===== src/sv/abmd_pkg.sv =====
`timescale 1ns / 1ps
`default_nettype none
// ----------------------------------------------------------------------------
// abmd_pkg
// Shared types, widths, register codes and pixel arithmetic for the
// adaptive background motion detector.
// ----------------------------------------------------------------------------
package abmd_pkg;

  localparam int CH_W       = 8;
  localparam int X_W        = 10;
  localparam int Y_W        = 9;
  localparam int GAIN_W     = 10;
  localparam int RATE_W     = 8;
  localparam int MOTION_W   = 19;
  localparam int LUM_W      = 28;
  localparam int COUNT_W    = 25;
  localparam int MEAN_W     = 14;
  localparam int DIST_W     = 10;
  localparam int LIMIT_W    = GAIN_W + MEAN_W;
  localparam int DIVIDEND_W = LUM_W + 4;
  localparam int SHIFT_W    = COUNT_W + MEAN_W - 1;
  localparam int STEP_W     = $clog2(MEAN_W);

  localparam int CFG_IDX_W  = 2;
  localparam int CFG_DATA_W = 19;

  localparam logic [CFG_IDX_W-1:0] CFG_THRESHOLD_GAIN    = 2'd0;
  localparam logic [CFG_IDX_W-1:0] CFG_LEARN_RATE        = 2'd1;
  localparam logic [CFG_IDX_W-1:0] CFG_MIN_MOTION_PIXELS = 2'd2;

  localparam logic [GAIN_W-1:0]   GAIN_RESET       = 10'd333;
  localparam logic [RATE_W-1:0]   RATE_RESET       = 8'd5;
  localparam logic [MOTION_W-1:0] MIN_MOTION_RESET = 19'd153;

  localparam logic [LUM_W-1:0]    LUM_MAX    = '1;
  localparam logic [MOTION_W-1:0] MOTION_MAX = '1;
  localparam logic [COUNT_W-1:0]  COUNT_MAX  = '1;
  localparam logic [MEAN_W-1:0]   MEAN_MAX   = '1;

  typedef struct packed {
    logic [CH_W-1:0] r;
    logic [CH_W-1:0] g;
    logic [CH_W-1:0] b;
  } abmd_rgb_t;

  typedef struct packed {
    logic                  start;
    logic [DIVIDEND_W-1:0] dividend;
    logic [COUNT_W-1:0]    divisor;
  } abmd_div_req_t;

  typedef struct packed {
    logic              busy;
    logic              done;
    logic [MEAN_W-1:0] mean;
  } abmd_div_st_t;

  function automatic logic [CH_W-1:0] abs_diff(input logic [CH_W-1:0] a,
                                               input logic [CH_W-1:0] b);
    return (a > b) ? (a - b) : (b - a);
  endfunction

  // move background toward pixel by rate/256 of the gap, floored
  function automatic logic [CH_W-1:0] adapt_ch(input logic [CH_W-1:0]   bg,
                                               input logic [CH_W-1:0]   px,
                                               input logic [RATE_W-1:0] rate);
    logic [CH_W-1:0]        gap;
    logic [2*CH_W:0]        step;
    if (px >= bg) begin
      gap  = px - bg;
      step = (2*CH_W+1)'(gap) * (2*CH_W+1)'(rate);
      return bg + step[2*CH_W-1:CH_W];
    end else begin
      gap  = bg - px;
      step = (2*CH_W+1)'(gap) * (2*CH_W+1)'(rate) + (2*CH_W+1)'(255);
      return bg - step[2*CH_W-1:CH_W];
    end
  endfunction

endpackage
`default_nettype wire


===== src/sv/abmd_mean_div.sv =====
`timescale 1ns / 1ps
`default_nettype none
// ----------------------------------------------------------------------------
// abmd_mean_div
// Restoring divider for the frame mean luminosity, one quotient bit per
// cycle, saturating to the mean width.
// ----------------------------------------------------------------------------
module abmd_mean_div (
  input  wire logic                   clk,
  input  wire logic                   rst_n,
  input  wire abmd_pkg::abmd_div_req_t req,
  output abmd_pkg::abmd_div_st_t      st
);

  logic                                busy_r;
  logic                                sat_r;
  logic [abmd_pkg::STEP_W-1:0]         step_r;
  logic [abmd_pkg::DIVIDEND_W-1:0]     rem_r;
  logic [abmd_pkg::SHIFT_W-1:0]        sh_r;
  logic [abmd_pkg::MEAN_W-2:0]         quo_r;

  logic                                take;
  logic [abmd_pkg::MEAN_W-1:0]         quo_nxt;
  logic                                sat_nxt;
  logic                                last_step;

  always_comb begin
    take      = abmd_pkg::SHIFT_W'(rem_r) >= sh_r;
    quo_nxt   = {quo_r, take};
    last_step = busy_r && (step_r == '0);
    sat_nxt   = (abmd_pkg::SHIFT_W+1)'(req.dividend) >=
                {req.divisor, {abmd_pkg::MEAN_W{1'b0}}};
  end

  always_ff @(posedge clk) begin
    if (!rst_n) begin
      busy_r <= 1'b0;
    end else if (req.start) begin
      busy_r <= 1'b1;
    end else if (last_step) begin
      busy_r <= 1'b0;
    end
  end

  always_ff @(posedge clk) begin
    if (req.start) begin
      sat_r  <= sat_nxt;
      step_r <= abmd_pkg::STEP_W'(abmd_pkg::MEAN_W - 1);
      rem_r  <= req.dividend;
      sh_r   <= {req.divisor, {(abmd_pkg::MEAN_W-1){1'b0}}};
      quo_r  <= '0;
    end else if (busy_r) begin
      step_r <= step_r - 1'b1;
      sh_r   <= sh_r >> 1;
      quo_r  <= quo_nxt[abmd_pkg::MEAN_W-2:0];
      if (take) begin
        rem_r <= rem_r - sh_r[abmd_pkg::DIVIDEND_W-1:0];
      end
    end
  end

  assign st.busy = busy_r;
  assign st.done = last_step;
  assign st.mean = sat_r ? abmd_pkg::MEAN_MAX : quo_nxt;

endmodule
`default_nettype wire

===== config.mk =====
export PLATFORM = sky130hd
export DESIGN_NAME = abmd_mean_div
export DESIGN_NICKNAME = d
export VERILOG_FILES = /design/src/sv/abmd_pkg.sv /design/src/sv/abmd_mean_div.sv
export SDC_FILE = /design/constraint.sdc
export NUM_CORES = 1
export LEC_CHECK = 0
export BUFFER_PORTS_ARGS = -buffer_cell sky130_fd_sc_hd__buf_4
export CAP_MARGIN = 15
export CELL_PAD_IN_SITES_DETAIL_PLACEMENT = 1
export CELL_PAD_IN_SITES_GLOBAL_PLACEMENT = 1
export CORE_MARGIN = 2
export CORE_UTILIZATION = 36
export CTS_CLUSTER_SIZE = 16
export DETAILED_ROUTE_END_ITERATION = 8
export PLACE_DENSITY = 0.8
export SLEW_MARGIN = 20
export SYNTH_ARGS = -nofsm -noshare
export SYNTH_HDL_FRONTEND = slang
export SYNTH_SLANG_ARGS = --single-unit

===== constraint.sdc =====
create_clock -name clk -period 3.1 [get_ports clk]
set_input_delay 0.62 -clock clk [delete_from_list [all_inputs] [get_ports clk]]
set_output_delay 0.62 -clock clk [all_outputs]
set_load 0.05 [all_outputs]

==> impl_metrics.tcl <==
set metrics [dict create \
    crit_chain "inv_1 > ha_2 > inv_2 > fa_2 > a21oi_2 > nand4b_1 > a21boi_2 > a211oi_2 > or3_4 > a21oi_2 > or3_4 > buf_8" \
    cp-startpoint "rem_r[0]$_DFFE_PP_" \
    htreeDepth 3 \
    cpMaxStageDelayCell "edfxtp_1" \
    min-delay-path-class "flip-flop to flip-flop" \
    cts_buffers 9 \
    final_nets 875 \
    ctsRootBufferMaster "clkbuf_16" \
    endpoint_kind "output port" \
    vias 5087 \
    outcome "complete, but fails checks" \
    postSynthCellCount 675 \
    max_stage_delay_ps 360 \
    critPathKind "flip-flop to output port" \
    cap_violations 0 \
    p_leak_nw 3.16 \
    synth_common_cells "nand2_1 (75), inv_1 (61), edfxtp_1 (58), o21ai_0 (58), nor2_1 (53)" \
    rsz0062_at_grt "true" \
    yosysMostFrequentCell "nand2_1" \
    fp.dieH_um 133 \
    max_freq_mhz 298 \
    critPathTopFamily "simple AND/OR/NAND/NOR gates" \
    r2r.worst_path.cells 15 \
    drive_above_1_share 0.218 \
    synth_ff_type "edfxtp_1" \
    violations "negative setup slack" \
    synth_fp_nets 788 \
    clock_latency_ps 360 \
    grt_max_degree 38 \
    powerDensity_nw_per_um2 541 \
    vias_per_cell 5.15 \
    synth_area_um2 6030 \
    fin_util 0.449 \
    die_w_um 133 \
    syn_area_per_cell_um2 8.94 \
    synth_edf_count 58 \
    rr_endpoint "rem_r[16]$_DFFE_PP_" \
    min_period_ps 3360 \
    hpwlAfterDp_um 12400 \
    grt_pass1_wl_um 26800 \
    start_kind "flip-flop" \
    skew_ps 12.2 \
    synthTopCellsByArea "edfxtp_1 (29%), ha_1 (11%), dfxtp_1 (10%)" \
    final_cells 987 \
    fin_total_pwr_mw 4.00 \
    synth.top_cell.area_share 0.289 \
    drv_slew 0 \
    placed_area_um2 6960 \
    pre_cts_ws_ps -32.9 \
    cts_buffer_depth 2 \
    hold_viol 0 \
    timing.rr.start "rem_r[0]$_DFFE_PP_" \
    drtIter0Drc 252 \
    firstDrtPassIters 4 \
    required_ps 2480 \
    cts.sinks 89 \
    remaining_drc_errors 0 \
    endpoint "st[0]" \
    wire_per_inst_um 16.7 \
    place_inst 963 \
    clkSlewWorstSetupHoldPaths_ps 70 \
    cts_tree "yes" \
    arrival_ps 2740 \
    antenna_cells 0 \
    area_delta_synth_final_pct 22.5 \
    grt_overflow 0 \
    grt_pass1_vias 5383 \
    setup_ws_ps -255 \
    fin_area_um2 7390 \
    yosysWarnings 0 \
    floorplan.core_area_um2 16500 \
    yosysTopAreaCell "edfxtp_1" \
    ys_types 63 \
    start_util 0.366 \
    async_flop_share 0 \
    antenna_found_initial 0 \
    max_slew_margin 0.300 \
    ir_worst_vdd_mv 0.271 \
    io_pins 76 \
    rows 47 \
    ant_nets 0 \
    synth-seq-cells 89 \
    setup_tns_ps -255 \
    r2r_slack_ps 200 \
    wl_um 16500 \
    portBuffers 75 \
    synth-seq-area-share 0.392 \
    worst-path-buf-inv 3 \
    worst-path-stages 12 \
    gp_congestion 0.839 \
    tightest_slew_ps 1040 \
    hold_ws_ps 488 \
    crit_fanout 2 \
    grtUsageTotal 0.190 \
    min_period_over_period 1.08 \
    die-area_um2 17800 \
    finalSetupViolations 1 \
]
[sequential cells by signal, indices dropped and copies added, names as in the netlist]
register	cells
busy_r	1
quo_r	13
rem_r	32
sat_r	1
sh_r	38
step_r	4
[worst reg2reg max path, cell delays in order (launching register included)]
cell	delay, ps
edfxtp_1	360
inv_1	70
ha_2	180
inv_2	40
fa_2	350
a21oi_2	140
nand4b_1	160
a21boi_2	80
buf_4	140
buf_4	140
and4_4	160
o41ai_2	320
buf_4	170
o21ai_2	60
xnor2_1	170
o21ai_1	110
[worst min-delay path by stage]
stage,depth (start not counted),startpoint,endpoint
2_1_floorplan,2,quo_r[12]$_SDFFE_PP0P_,quo_r[12]$_SDFFE_PP0P_
3_3_place_gp,2,step_r[3]$_SDFFE_PP1P_,step_r[3]$_SDFFE_PP1P_
3_5_place_dp,2,quo_r[12]$_SDFFE_PP0P_,quo_r[12]$_SDFFE_PP0P_
4_1_cts,2,quo_r[0]$_SDFFE_PP0P_,quo_r[0]$_SDFFE_PP0P_
5_1_grt,2,rst_n,busy_r$_SDFFE_PN0P_
6_report,2,quo_r[0]$_SDFFE_PP0P_,quo_r[0]$_SDFFE_PP0P_
[logic make-up (layout without fill, tap and decap cells)]
group,after synthesis,count (layout),share of synthesized area
adders and majority gates,53,53,0.111
buffers and inverters,93,185,0.0591
DFF,89,89,0.392
muxes,29,29,0.0483
xor gates and xnor gates,26,26,0.0377
and+or+nand+nor,212,212,0.169
AOI/OAI and AO/OA,173,173,0.183
[where the power goes]
group | total [mW] | leakage (nW) | switching (mW) | internal [mW]
combinational | 1.42 | 2.17 | 0.817 | 0.605
sequential | 1.45 | 0.841 | 0.0504 | 1.40
clock | 1.13 | 0.148 | 0.521 | 0.606
[what timing repair did]
action,CTS,global route
pin swaps,6,10
buffers inserted,4,5
setup endpoints to repair,1,4
endpoints found under the hold margin,0,0
gates resized for setup,9,12
hold buffers,0,0
[metal layers]
metal | global-route usage | share of wire | vias to the layer above | routed length [µm]
li1 | - | - | 2563 | -
met5 | 0 | 0 | - | 0
met1 | 0.246 | 0.47 | 2436 | 7790
met4 | 0.0615 | 0.016 | 0 | 265
met3 | 0.0259 | 0.024 | 20 | 395
met2 | 0.329 | 0.49 | 68 | 8040
[cell usage in the layout (no fill, tap or decap), types with 4 or more instances in the layout]
cell and count:
buf_4 105, nand2_1 74, inv_1 60, edfxtp_1 58, o21ai_0 56, nor2_1 53
ha_1 51, a21oi_1 41, dfxtp_1 30, mux2i_1 28, a21o_1 19, xnor2_1 15
or2_2 15, xor2_1 11, nand4_1 10, nor3_1 10, clkbuf_16 10, nand3_1 7
o21ai_1 7, a22o_1 7, nand2b_1 6, nor2b_1 5, and3_1 4, a21oi_2 4
nor4_1 4, o21a_1 4, nor4b_1 4
[cell type report]
type                            count  area, µm²
Fill cell                        1985       9070
Multi-Input combinational cell    493       3380
Sequential cell                    89       2360
Timing Repair Buffer              108        843
Tap cell                          220        275
Clock buffer                       11        254
Inverter                           61        229
Clock inverter                      5       41.3
(Power assumes the default switching activity.)
